--- src/sv/fjb_pkg.sv ---
`default_nettype none
// ----------------------------------------------------------------------------
// fjb_pkg: shared types and constants of the frame jitter buffer
// Status codes, controller states, and the command and status groups that
// join the controller to the datapath.
// ----------------------------------------------------------------------------
package fjb_pkg;

  localparam int DEPTH_DEF  = 64;
  localparam int CAP_FACTOR = 4;
  localparam int SEQ_W      = 32;
  localparam int TAG_W      = 16;
  localparam int STATUS_W   = 3;
  localparam int HELD_W     = 7;
  localparam int JF_W       = 5;
  localparam int JF_MIN     = 2;

  localparam logic [JF_W-1:0] JF_RESET = 5'd12;

  // configuration port
  localparam int APB_AW = 3;
  localparam int APB_DW = 32;
  localparam logic [APB_AW-3:0] REG_JITTER = '0;

  typedef logic [STATUS_W-1:0] status_t;

  localparam status_t ST_STORED   = 3'd0;
  localparam status_t ST_DUP      = 3'd1;
  localparam status_t ST_LATE     = 3'd2;
  localparam status_t ST_PLAY     = 3'd3;
  localparam status_t ST_LOST     = 3'd4;
  localparam status_t ST_UNDERRUN = 3'd5;
  localparam status_t ST_WAIT     = 3'd6;

  typedef enum logic [3:0] {
    S_IDLE,
    S_CHECK,
    S_SCAN,
    S_ARR,
    S_EVCHK,
    S_EVSCAN,
    S_EVICT,
    S_TICK,
    S_DONE
  } state_t;

  typedef struct packed {
    logic start;
    logic check;
    logic scan_clr;
    logic scan_run;
    logic arr_decide;
    logic evict_do;
    logic tick_decide;
    logic load_out;
  } cmd_t;

  typedef struct packed {
    logic req_tick;
    logic late;
    logic wait_tick;
    logic scan_last;
    logic over_cap;
  } stat_t;

endpackage
`default_nettype wire

--- src/sv/fjb_ctrl.sv ---
`default_nettype none
// ----------------------------------------------------------------------------
// fjb_ctrl: sequencer of the frame jitter buffer
// Steps one item through check, table scans, decision and eviction, and
// owns the input stall and the output valid.
// ----------------------------------------------------------------------------
module fjb_ctrl (
  input  logic           clk,
  input  logic           rst,
  input  logic           in_valid,
  output logic           in_stall,
  output logic           out_valid,
  input  logic           out_stall,
  input  fjb_pkg::stat_t st,
  output fjb_pkg::cmd_t  cmd
);
  import fjb_pkg::*;

  state_t state, state_next;

  always_ff @(posedge clk) begin
    if (rst) begin
      state <= S_IDLE;
    end else begin
      state <= state_next;
    end
  end

  always_comb begin
    state_next = state;
    unique case (state)
      S_IDLE: begin
        if (in_valid) state_next = S_CHECK;
      end
      S_CHECK: begin
        if (st.req_tick ? st.wait_tick : st.late) state_next = S_DONE;
        else state_next = S_SCAN;
      end
      S_SCAN: begin
        if (st.scan_last) state_next = st.req_tick ? S_TICK : S_ARR;
      end
      S_ARR: begin
        state_next = S_EVCHK;
      end
      S_EVCHK: begin
        state_next = st.over_cap ? S_EVSCAN : S_DONE;
      end
      S_EVSCAN: begin
        if (st.scan_last) state_next = S_EVICT;
      end
      S_EVICT: begin
        state_next = S_EVCHK;
      end
      S_TICK: begin
        state_next = S_DONE;
      end
      S_DONE: begin
        if (!out_valid || !out_stall) state_next = S_IDLE;
      end
      default: begin
        state_next = S_IDLE;
      end
    endcase
  end

  always_comb begin
    cmd      = '0;
    in_stall = (state != S_IDLE);
    unique case (state)
      S_IDLE:   cmd.start = in_valid;
      S_CHECK: begin
        cmd.check    = 1'b1;
        cmd.scan_clr = 1'b1;
      end
      S_SCAN:   cmd.scan_run = 1'b1;
      S_ARR:    cmd.arr_decide = 1'b1;
      S_EVCHK:  cmd.scan_clr = 1'b1;
      S_EVSCAN: cmd.scan_run = 1'b1;
      S_EVICT:  cmd.evict_do = 1'b1;
      S_TICK:   cmd.tick_decide = 1'b1;
      S_DONE:   cmd.load_out = !out_valid || !out_stall;
      default:  cmd = '0;
    endcase
  end

  // hold a result until the sink takes it
  always_ff @(posedge clk) begin
    if (rst) begin
      out_valid <= 1'b0;
    end else if (cmd.load_out) begin
      out_valid <= 1'b1;
    end else if (!out_stall) begin
      out_valid <= 1'b0;
    end
  end

endmodule
`default_nettype wire

--- src/sv/fjb_dp.sv ---
`default_nettype none
// ----------------------------------------------------------------------------
// fjb_dp: datapath of the frame jitter buffer
// Entry table in memory, valid bits, one-entry-a-cycle scan unit, playout
// state and the result register.
// ----------------------------------------------------------------------------
module fjb_dp #(
  parameter int BUFFER_DEPTH = fjb_pkg::DEPTH_DEF
) (
  input  logic                         clk,
  input  logic                         rst,
  input  fjb_pkg::cmd_t                cmd,
  output fjb_pkg::stat_t               st,
  input  logic [fjb_pkg::JF_W-1:0]     jitter_frames,
  input  logic                         req_type,
  input  logic [fjb_pkg::SEQ_W-1:0]    seq,
  input  logic [fjb_pkg::TAG_W-1:0]    frame_tag,
  output logic [fjb_pkg::STATUS_W-1:0] status,
  output logic [fjb_pkg::TAG_W-1:0]    play_tag,
  output logic [fjb_pkg::SEQ_W-1:0]    play_seq,
  output logic                         evicted,
  output logic [fjb_pkg::HELD_W-1:0]   held_count
);
  import fjb_pkg::*;

  localparam int AW   = $clog2(BUFFER_DEPTH);
  localparam int CW   = $clog2(BUFFER_DEPTH + 1);
  localparam int JMAX = BUFFER_DEPTH / CAP_FACTOR;
  localparam int JD_W = $clog2(JMAX + 1);
  localparam int XW   = JD_W + JF_W;
  localparam int KW   = CW + JD_W + $clog2(CAP_FACTOR) + 1;

  logic [SEQ_W-1:0] mem_seq [BUFFER_DEPTH];
  logic [TAG_W-1:0] mem_tag [BUFFER_DEPTH];
  logic [BUFFER_DEPTH-1:0] valid;

  // item
  logic             req;
  logic [SEQ_W-1:0] s;
  logic [TAG_W-1:0] tag;

  // playout state
  logic [CW-1:0]    held;
  logic [SEQ_W-1:0] nps;
  logic             have_next;
  logic             pb;

  // scan unit
  logic [AW:0]      cnt;
  logic             issue;
  logic             p_vld;
  logic [AW-1:0]    p_idx;
  logic [SEQ_W-1:0] rd_seq;
  logic [TAG_W-1:0] rd_tag;
  logic [SEQ_W-1:0] key;
  logic             v;
  logic             hit_m, hit_f, hit_l;
  logic             m_found, f_found, l_found;
  logic [AW-1:0]    m_idx, f_idx, l_idx;
  logic [TAG_W-1:0] m_tag;
  logic [SEQ_W-1:0] l_seq;

  // work result
  status_t          w_status;
  logic [TAG_W-1:0] w_tag;
  logic [SEQ_W-1:0] w_seq;
  logic             w_ev;

  // depth and capacity
  logic [XW-1:0]    jf_x, jd_x;
  logic [JD_W-1:0]  jd;
  logic [KW-1:0]    jd_k, cap_k, held_k;
  logic             pb_eff;
  logic [SEQ_W-1:0] nps_eff;

  // eviction push and table write
  logic             new_lowest;
  logic [SEQ_W-1:0] push_val, push_inc, push_nps;
  logic             we_seq, we_tag;
  logic [AW-1:0]    wa;
  logic [CW+HELD_W-1:0] held_h;

  // clamp jitter depth to JF_MIN .. BUFFER_DEPTH/CAP_FACTOR
  assign jf_x   = XW'(jitter_frames);
  assign jd_x   = (jf_x < XW'(JF_MIN)) ? XW'(JF_MIN) :
                  (jf_x > XW'(JMAX))   ? XW'(JMAX)   : jf_x;
  assign jd     = jd_x[JD_W-1:0];
  assign jd_k   = KW'(jd);
  assign cap_k  = jd_k * KW'(CAP_FACTOR);
  assign held_k = KW'(held);

  assign nps_eff = have_next ? nps : s;
  assign pb_eff  = pb && !(held_k >= jd_k);
  assign key     = req ? nps : s;

  assign issue = cmd.scan_run && (cnt < (AW+1)'(BUFFER_DEPTH));
  assign v     = valid[p_idx];
  assign hit_m = cmd.scan_run && p_vld && v && (rd_seq == key) && !m_found;
  assign hit_f = cmd.scan_run && p_vld && !v && !f_found;
  assign hit_l = cmd.scan_run && p_vld && v && (!l_found || (rd_seq < l_seq));

  always_comb begin
    st.req_tick  = req;
    st.late      = !req && (s < nps_eff);
    st.wait_tick = req && (pb_eff || !have_next);
    st.scan_last = (cnt == (AW+1)'(BUFFER_DEPTH)) && !p_vld;
    st.over_cap  = held_k > cap_k;
  end

  // full table: the new frame is the lowest when it sits below every entry
  assign new_lowest = !l_found || (s < l_seq);
  assign push_val   = cmd.evict_do ? l_seq : (new_lowest ? s : l_seq);
  assign push_inc   = push_val + SEQ_W'(1);
  assign push_nps   = (push_inc > nps) ? push_inc : nps;

  always_comb begin
    we_seq = 1'b0;
    we_tag = 1'b0;
    wa     = m_idx;
    if (cmd.arr_decide) begin
      if (m_found) begin
        we_tag = 1'b1;
      end else if (f_found) begin
        we_seq = 1'b1;
        we_tag = 1'b1;
        wa     = f_idx;
      end else if (!new_lowest) begin
        we_seq = 1'b1;
        we_tag = 1'b1;
        wa     = l_idx;
      end
    end
  end

  // entry table: one write port, one registered read port
  always_ff @(posedge clk) begin
    if (we_seq) mem_seq[wa] <= s;
    if (we_tag) mem_tag[wa] <= tag;
    if (issue) begin
      rd_seq <= mem_seq[cnt[AW-1:0]];
      rd_tag <= mem_tag[cnt[AW-1:0]];
    end
  end

  // control state
  always_ff @(posedge clk) begin
    if (rst) begin
      valid     <= '0;
      held      <= '0;
      nps       <= '0;
      have_next <= 1'b0;
      pb        <= 1'b1;
      cnt       <= '0;
      p_vld     <= 1'b0;
      m_found   <= 1'b0;
      f_found   <= 1'b0;
      l_found   <= 1'b0;
    end else begin
      if (cmd.check) begin
        if (!req && !have_next) begin
          have_next <= 1'b1;
          nps       <= s;
        end
        if (req && pb && (held_k >= jd_k)) pb <= 1'b0;
      end
      if (cmd.scan_clr) begin
        cnt     <= '0;
        p_vld   <= 1'b0;
        m_found <= 1'b0;
        f_found <= 1'b0;
        l_found <= 1'b0;
      end else if (cmd.scan_run) begin
        p_vld <= issue;
        if (issue) cnt <= cnt + (AW+1)'(1);
        if (hit_m) m_found <= 1'b1;
        if (hit_f) f_found <= 1'b1;
        if (hit_l) l_found <= 1'b1;
      end
      if (cmd.arr_decide && !m_found) begin
        if (f_found) begin
          valid[f_idx] <= 1'b1;
          held         <= held + CW'(1);
        end else begin
          nps <= push_nps;
        end
      end
      if (cmd.evict_do) begin
        if (l_found) begin
          nps          <= push_nps;
          valid[l_idx] <= 1'b0;
          held         <= held - CW'(1);
        end else begin
          held <= '0;
        end
      end
      if (cmd.tick_decide) begin
        if (m_found) begin
          valid[m_idx] <= 1'b0;
          held         <= held - CW'(1);
          nps          <= nps + SEQ_W'(1);
        end else if (held != '0) begin
          nps <= nps + SEQ_W'(1);
        end else begin
          pb <= 1'b1;
        end
      end
    end
  end

  // item capture and scan results
  always_ff @(posedge clk) begin
    if (cmd.start) begin
      req <= req_type;
      s   <= seq;
      tag <= frame_tag;
    end
    if (issue) p_idx <= cnt[AW-1:0];
    if (hit_m) begin
      m_idx <= p_idx;
      m_tag <= rd_tag;
    end
    if (hit_f) f_idx <= p_idx;
    if (hit_l) begin
      l_idx <= p_idx;
      l_seq <= rd_seq;
    end
  end

  // work result and output register
  assign held_h = {{HELD_W{1'b0}}, held};

  always_ff @(posedge clk) begin
    if (cmd.check) begin
      w_status <= req ? ST_WAIT : ST_LATE;
      w_tag    <= '0;
      w_seq    <= '0;
      w_ev     <= 1'b0;
    end
    if (cmd.arr_decide) begin
      w_status <= m_found ? ST_DUP : ST_STORED;
      if (!m_found && !f_found) w_ev <= 1'b1;
    end
    if (cmd.evict_do && l_found) w_ev <= 1'b1;
    if (cmd.tick_decide) begin
      w_seq <= nps;
      if (m_found) begin
        w_status <= ST_PLAY;
        w_tag    <= m_tag;
      end else if (held != '0) begin
        w_status <= ST_LOST;
      end else begin
        w_status <= ST_UNDERRUN;
      end
    end
    if (cmd.load_out) begin
      status     <= w_status;
      play_tag   <= w_tag;
      play_seq   <= w_seq;
      evicted    <= w_ev;
      held_count <= held_h[HELD_W-1:0];
    end
  end

endmodule
`default_nettype wire

--- src/sv/frame_jitter_buffer.sv ---
`default_nettype none
// ----------------------------------------------------------------------------
// frame_jitter_buffer: reordering jitter buffer for sequenced audio frames
// Stores (seq, tag) pairs of arriving frames, drops late ones, evicts the
// oldest above capacity, and answers playout ticks with play, lost, underrun
// or waiting silence.
// ----------------------------------------------------------------------------
//
//  channel   handshake                 beat contents
//  --------  ------------------------  --------------------------------------
//  input     in_valid / in_stall       req_type, seq, frame_tag
//  output    out_valid / out_stall     status, play_tag, play_seq, evicted,
//                                      held_count
//  config    psel/penable/pwrite       jitter_frames at byte address 0
//
//  One input beat at a time. A late arrival or a waiting tick goes from the
//  check straight to its result; any other beat scans the whole entry table
//  once through the single memory read port, and each eviction adds a
//  further scan of the table.
//  The output register holds a finished beat while out_stall is high; the next
//  input beat is taken meanwhile and its result waits behind it.
//  Reset is synchronous: the table reads empty at once (valid bits clear),
//  prebuffering is on and jitter_frames returns to 12.
//
module frame_jitter_buffer #(
  parameter int BUFFER_DEPTH = fjb_pkg::DEPTH_DEF
) (
  input  logic                         clk,
  input  logic                         rst,
  // input channel
  input  logic                         in_valid,
  output logic                         in_stall,
  input  logic                         req_type,
  input  logic [fjb_pkg::SEQ_W-1:0]    seq,
  input  logic [fjb_pkg::TAG_W-1:0]    frame_tag,
  // output channel
  output logic                         out_valid,
  input  logic                         out_stall,
  output logic [fjb_pkg::STATUS_W-1:0] status,
  output logic [fjb_pkg::TAG_W-1:0]    play_tag,
  output logic [fjb_pkg::SEQ_W-1:0]    play_seq,
  output logic                         evicted,
  output logic [fjb_pkg::HELD_W-1:0]   held_count,
  // configuration port
  input  logic                         psel,
  input  logic                         penable,
  input  logic                         pwrite,
  input  logic [fjb_pkg::APB_AW-1:0]   paddr,
  input  logic [fjb_pkg::APB_DW-1:0]   pwdata,
  output logic [fjb_pkg::APB_DW-1:0]   prdata,
  output logic                         pready
);
  import fjb_pkg::*;

  logic [JF_W-1:0] jitter_frames;
  logic            cfg_wr;
  logic            sel_jitter;
  cmd_t            cmd;
  stat_t           st;

  // Register file: a single register, written on the access phase.
  assign pready     = 1'b1;
  assign cfg_wr     = psel && penable && pwrite && pready;
  assign sel_jitter = (paddr[APB_AW-1:2] == REG_JITTER);
  assign prdata     = sel_jitter ? APB_DW'(jitter_frames) : '0;

  always_ff @(posedge clk) begin
    if (rst) begin
      jitter_frames <= JF_RESET;
    end else if (cfg_wr && sel_jitter) begin
      jitter_frames <= pwdata[JF_W-1:0];
    end
  end

  // Sequencer: walks each beat through check, scan, decide and evict.
  fjb_ctrl u_ctrl (
    .clk       (clk),
    .rst       (rst),
    .in_valid  (in_valid),
    .in_stall  (in_stall),
    .out_valid (out_valid),
    .out_stall (out_stall),
    .st        (st),
    .cmd       (cmd)
  );

  // Datapath: entry table, scan unit, playout state and result register.
  fjb_dp #(
    .BUFFER_DEPTH (BUFFER_DEPTH)
  ) u_dp (
    .clk           (clk),
    .rst           (rst),
    .cmd           (cmd),
    .st            (st),
    .jitter_frames (jitter_frames),
    .req_type      (req_type),
    .seq           (seq),
    .frame_tag     (frame_tag),
    .status        (status),
    .play_tag      (play_tag),
    .play_seq      (play_seq),
    .evicted       (evicted),
    .held_count    (held_count)
  );

  // One beat in flight: after a beat is taken, the input stalls.
  a_one_in_flight: assert property (@(posedge clk) disable iff (rst)
    (in_valid && !in_stall) |=> in_stall)
    else $error("input taken while a beat is still in work");

  // Ticks never report an eviction.
  a_tick_no_evict: assert property (@(posedge clk) disable iff (rst)
    (out_valid && (status == ST_PLAY || status == ST_LOST ||
                   status == ST_UNDERRUN || status == ST_WAIT)) |-> !evicted)
    else $error("eviction flagged on a playout tick");

  // A tag leaves the block only with a play result.
  a_tag_on_play: assert property (@(posedge clk) disable iff (rst)
    (out_valid && status != ST_PLAY) |-> (play_tag == '0))
    else $error("play tag driven without a play result");

  // Underrun means the table is empty.
  a_underrun_empty: assert property (@(posedge clk) disable iff (rst)
    (out_valid && status == ST_UNDERRUN) |-> (held_count == '0))
    else $error("underrun reported with entries held");

endmodule
`default_nettype wire

--- config.mk ---
export PLATFORM = sky130hd
export DESIGN_NAME = frame_jitter_buffer
export DESIGN_NICKNAME = d
export VERILOG_FILES = /design/src/sv/fjb_pkg.sv /design/src/sv/fjb_ctrl.sv /design/src/sv/fjb_dp.sv /design/src/sv/frame_jitter_buffer.sv
export SDC_FILE = /design/constraint.sdc
export NUM_CORES = 2
export LEC_CHECK = 0
export BUFFER_PORTS_ARGS = -buffer_cell sky130_fd_sc_hd__buf_4
export CAP_MARGIN = 20
export CORE_AREA = 2 2 747 749
export DETAILED_ROUTE_END_ITERATION = 10
export DIE_AREA = 0 0 749 751
export PLACE_DENSITY_LB_ADDON = 0.05
export SYNTH_ARGS = -nofsm -noshare
export SYNTH_HDL_FRONTEND = slang
export SYNTH_SLANG_ARGS = --single-unit
export TNS_END_PERCENT = 10
--- constraint.sdc ---
create_clock -name clk -period 7.63 [get_ports clk]
set_input_delay 0.3815 -clock clk [delete_from_list [all_inputs] [get_ports clk]]
set_output_delay 0.3815 -clock clk [all_outputs]
set_load 0.01 [all_outputs]
==> flow_metrics.py <==
metrics = {
    "status": {
        "result_of_the_run": "finished, final reports clean",
    },
    "global_routing": {
        "grt_start_max_net_pins": 127,
        "grt_overflow_total": 0,
        "first_pass_grt_wire_length_um": 668000,
        "global_route.usage.total_pct": 17.4,
        "number_of_antenna_violations_at_the_first_check_in_global_routing": 38,
        "vias_in_the_first_global_route": 73400,
    },
    "synth": {
        "synth-edff-count": 3335,
        "yosysTopAreaCellShare_pct": 72.4,
        "synth_top_family_by_area": "multiplexers",
        "post_synthesis_instance_area_mm2": 0.138,
        "synthAdderAreaFrac_pct": 1.28,
        "synth-async-reset-ratio_pct": 0,
        "ys.warnings.count": 0,
        "synth_simple_gate_area_share_pct": 2.82,
        "yosysSeqAreaShare_pct": 74.5,
        "synth_cells": 6536,
        "synth_mux_area_share_pct": 17.4,
        "postSynth.topFlopCell": "sky130_fd_sc_hd__edfxtp_1",
        "yosys.area_share.xor_xnor_pct": 0.773,
        "synth_largest_area_cell": "sky130_fd_sc_hd__edfxtp_1",
        "synth-compound-area-share_pct": 1.91,
        "synthTopCellsByArea": "sky130_fd_sc_hd__edfxtp_1 (72%), sky130_fd_sc_hd__mux4_2 (17%), sky130_fd_sc_hd__dfxtp_1 (2.1%)",
        "synthesis.area_per_instance_um2": 21.2,
        "ys_seq_elements": 3478,
        "synth.distinct_cells": 73,
    },
    "placed_design": {
        "place.gp.congestion": 0.774,
        "portBuffers": 127,
        "post-dp-hpwl_um": 300000,
        "placed_cell_area_mm2": 0.150,
    },
    "sta": {
        "slew_viol_final": 0,
        "setup_tns_ps": 0,
        "min_period_ps": 7170,
        "portion_of_the_clock_cycle_consumed_by_the_worst_path_in_the_final_layout_pct": 94.0,
        "clock_skew_ps": 61.4,
        "setup-violations-final": 0,
        "grt_setup_unrepaired": "no",
        "max-slew-margin-rel_pct": 20.9,
        "max_freq_mhz": 139,
        "pin_slew_with_the_least_headroom_to_its_limit_ps": 1180,
        "report.final.hold_viol_count": 0,
    },
    "power_and_ir_drop": {
        "power.ir.vdd_worst_v": 0.000187,
        "p_clk_share_pct": 40.4,
        "netSwitchingFraction_pct": 26.1,
        "power-per-cell-area_mw_per_mm2": 299,
        "cellInternalPower_mw": 36.4,
        "netSwitchingPower_mw": 12.8,
        "p_seq_share_pct": 46.3,
        "total_power_mw": 49.2,
        "pwr-share-comb_pct": 13.2,
        "cellLeakagePower_nw": 49.3,
    },
    "worst_setup_path": {
        "timing.critical_path.slowest_stage_cell": "sky130_fd_sc_hd__nor4_1",
        "timing.critical_path.to_type": "flop",
        "setup.worst_path.start_class": "flop",
        "timing.critical_path.required_ps": 8500,
        "critical_path_arrival_ps": 8040,
        "crit_top_cell": "sky130_fd_sc_hd__ha_1",
        "worst-path-max-fanout": 24,
        "path_class": "reg -> reg",
        "cp_top_family": "compound AO/OA/AOI/OAI gates",
        "worst-path-buf-inv": 3,
        "critical-path-max-stage-delay_ps": 530,
    },
    "cts": {
        "tritoncts": "yes",
        "tritoncts.num_buffers": 420,
        "cts.sink_count": 3478,
        "clock_tree.root_cell": "sky130_fd_sc_hd__clkbuf_16",
        "cts_htree_levels": 5,
        "cts_max_path_buffers": 4,
        "worst_skew_pair.late_latency_ps": 990,
        "cts.reportedPaths.clkPinSlew_ps": 60,
    },
    "job": {
        "timing.max_cap.violations": 0,
    },
    "route": {
        "remaining_drc_errors": 0,
        "detail_route.iter0.violations": 6341,
        "finalWirelength_um": 497000,
        "drt_pre_antenna_iters": 7,
        "post_drt_wl_per_cell_um": 33.6,
        "via_per_inst": 4.68,
        "routed_antenna_nets": 0,
        "route.vias.total": 69300,
    },
    "floorplan": {
        "design.portCount": 185,
        "fp.dieArea_mm2": 0.562,
        "chip_width_um": 749,
        "floorplan.rows": 274,
        "design.core.area_mm2": 0.555,
        "initial_core_util_pct": 24.9,
        "die-height_um": 751,
    },
    "finish": {
        "drive_above_1_share_pct": 29.5,
        "fin_area_mm2": 0.165,
        "syn_to_final_growth_pct": 19.1,
        "highest_count_cells_in_the_layout_ignoring_fill_and_taps": "sky130_fd_sc_hd__edfxtp_1 (3335), sky130_fd_sc_hd__mux4_2 (1029), sky130_fd_sc_hd__clkbuf_16 (430)",
        "nets": 7328,
        "leading_cell_type_in_the_layout_fill_and_taps_excluded": "sky130_fd_sc_hd__edfxtp_1",
        "finish.utilization_pct": 29.7,
    },
    "min_path": {
        "min_path_type": "in -> reg",
    },
}
stage by stage:
step                hold WS [ps]  setup slack [ps]  cells
detailed placement           405               151  13900
global route                71.3              33.5  14800
floorplan                    400               158   6562
CTS                         18.0               132  14700
finish                       151               460  14800
global placement             406               154  13900
power groups by stage:
stage | combinational [mW] | clock (mW) | sequential (mW)
floorplan | 3.16 | 0 | 23.7
CTS | 6.77 | 20.6 | 22.8
detailed placement | 6.72 | 0 | 23.2
global placement | 6.65 | 0 | 23.2
finish | 6.52 | 19.9 | 22.8
global route | 7.08 | 21.2 | 22.8
routing by layer:
metal	part of all wire (%)	vias up	track usage (%)
met1	42	38300	22.3
met5	0	-	0
li1	-	28600	-
met3	3.9	582	2.03
met4	2.6	0	4.27
met2	52	1724	31.1
flip-flops by register name, summed over array words and instances, names as in the netlist, 5 cells and up:
| name | count |
|---|---|
| u_dp.l_seq | 32 |
| u_dp.s | 32 |
| u_dp.valid | 64 |
| u_dp.w_tag | 16 |
| u_dp.mem_seq | 2048 |
| u_dp.tag | 16 |
| u_dp.cnt | 7 |
| u_dp.w_seq | 32 |
| u_dp.nps | 32 |
| u_dp.m_idx | 6 |
| u_dp.l_idx | 6 |
| u_dp.mem_tag | 1024 |
| u_dp.rd_tag | 16 |
| u_dp.held_count | 7 |
| u_dp.held | 7 |
| u_dp.rd_seq | 32 |
| jitter_frames | 5 |
| u_dp.f_idx | 6 |
| u_dp.play_seq | 32 |
| u_dp.m_tag | 16 |
| u_dp.play_tag | 16 |
| u_dp.p_idx | 6 |
worst reg2reg max path, delay by kind of cell (launching register included):
kind / cells / cell delay [ps]
buffers and inverters: 3 / 600
AOI/OAI and AO/OA: 11 / 2990
muxes: 1 / 220
xor gates and xnor gates: 1 / 160
adders and majority gates: 3 / 870
DFF: 1 / 470
and+or+nand+nor: 8 / 1760
kinds of logic after synthesis:
kind of cell    after synthesis
flops                      3478
mux                        1117
simple gates                810
buf+inv                     458
compound gates              408
fa+ha+maj                   141
xor+xnor                    122
other cells                   2
synthesized netlist by cell type, types with 19 or more instances:
| library cell | number |
|---|---|
| sky130_fd_sc_hd__edfxtp_1 | 3335 |
| sky130_fd_sc_hd__mux4_2 | 1029 |
| sky130_fd_sc_hd__clkbuf_1 | 263 |
| sky130_fd_sc_hd__nor2_1 | 236 |
| sky130_fd_sc_hd__nand2_1 | 175 |
| sky130_fd_sc_hd__dfxtp_1 | 143 |
| sky130_fd_sc_hd__ha_1 | 141 |
| sky130_fd_sc_hd__a21oi_1 | 134 |
| sky130_fd_sc_hd__nor3_1 | 133 |
| sky130_fd_sc_hd__xnor2_1 | 102 |
| sky130_fd_sc_hd__inv_1 | 84 |
| sky130_fd_sc_hd__mux2i_1 | 84 |
| sky130_fd_sc_hd__nand3_1 | 79 |
| sky130_fd_sc_hd__o22ai_1 | 68 |
| sky130_fd_sc_hd__buf_1 | 66 |
| sky130_fd_sc_hd__a221oi_1 | 51 |
| sky130_fd_sc_hd__o21ai_0 | 49 |
| sky130_fd_sc_hd__nand4_1 | 45 |
| sky130_fd_sc_hd__buf_4 | 28 |
| sky130_fd_sc_hd__a21o_1 | 27 |
| sky130_fd_sc_hd__xor2_1 | 20 |
| sky130_fd_sc_hd__nor2b_1 | 19 |
final timing paths:
kind / start / end / slack [ps] / cells past startpoint
worst max register to register: u_dp.l_seq[15]$_DFFE_PP_ / u_dp.nps[19]$_SDFF_PP0_ / 460 / 27
worst max-delay path: u_dp.l_seq[15]$_DFFE_PP_ / u_dp.nps[19]$_SDFF_PP0_ / 460 / 27
worst min-delay path: frame_tag[15] / u_dp.tag[15]$_DFFE_PP_ / 150 / 2
worst min register to register: u_dp.rd_tag[11]$_DFFE_PP_ / u_dp.m_tag[11]$_DFFE_PP_ / 420 / 0
area by class of cell:
type | count | area [µm²]
diodes | 45 | 113
flip-flops and latches | 3478 | 103000
clock inverters | 229 | 2350
repair buffers | 486 | 4250
multi-input cells | 2626 | 34300
inverters | 84 | 315
clock buffers | 530 | 11200
fillers | 54000 | 390000
well taps | 7314 | 9150
what timing repair did:
action                                  in CTS  in global routing
hold buffers                                67                  0
setup buffers                                0                  2
endpoints found under the setup margin       0                 29
hold endpoints to repair                   115                  0
resized for setup                            0                  6
(Power assumes the default switching activity.)
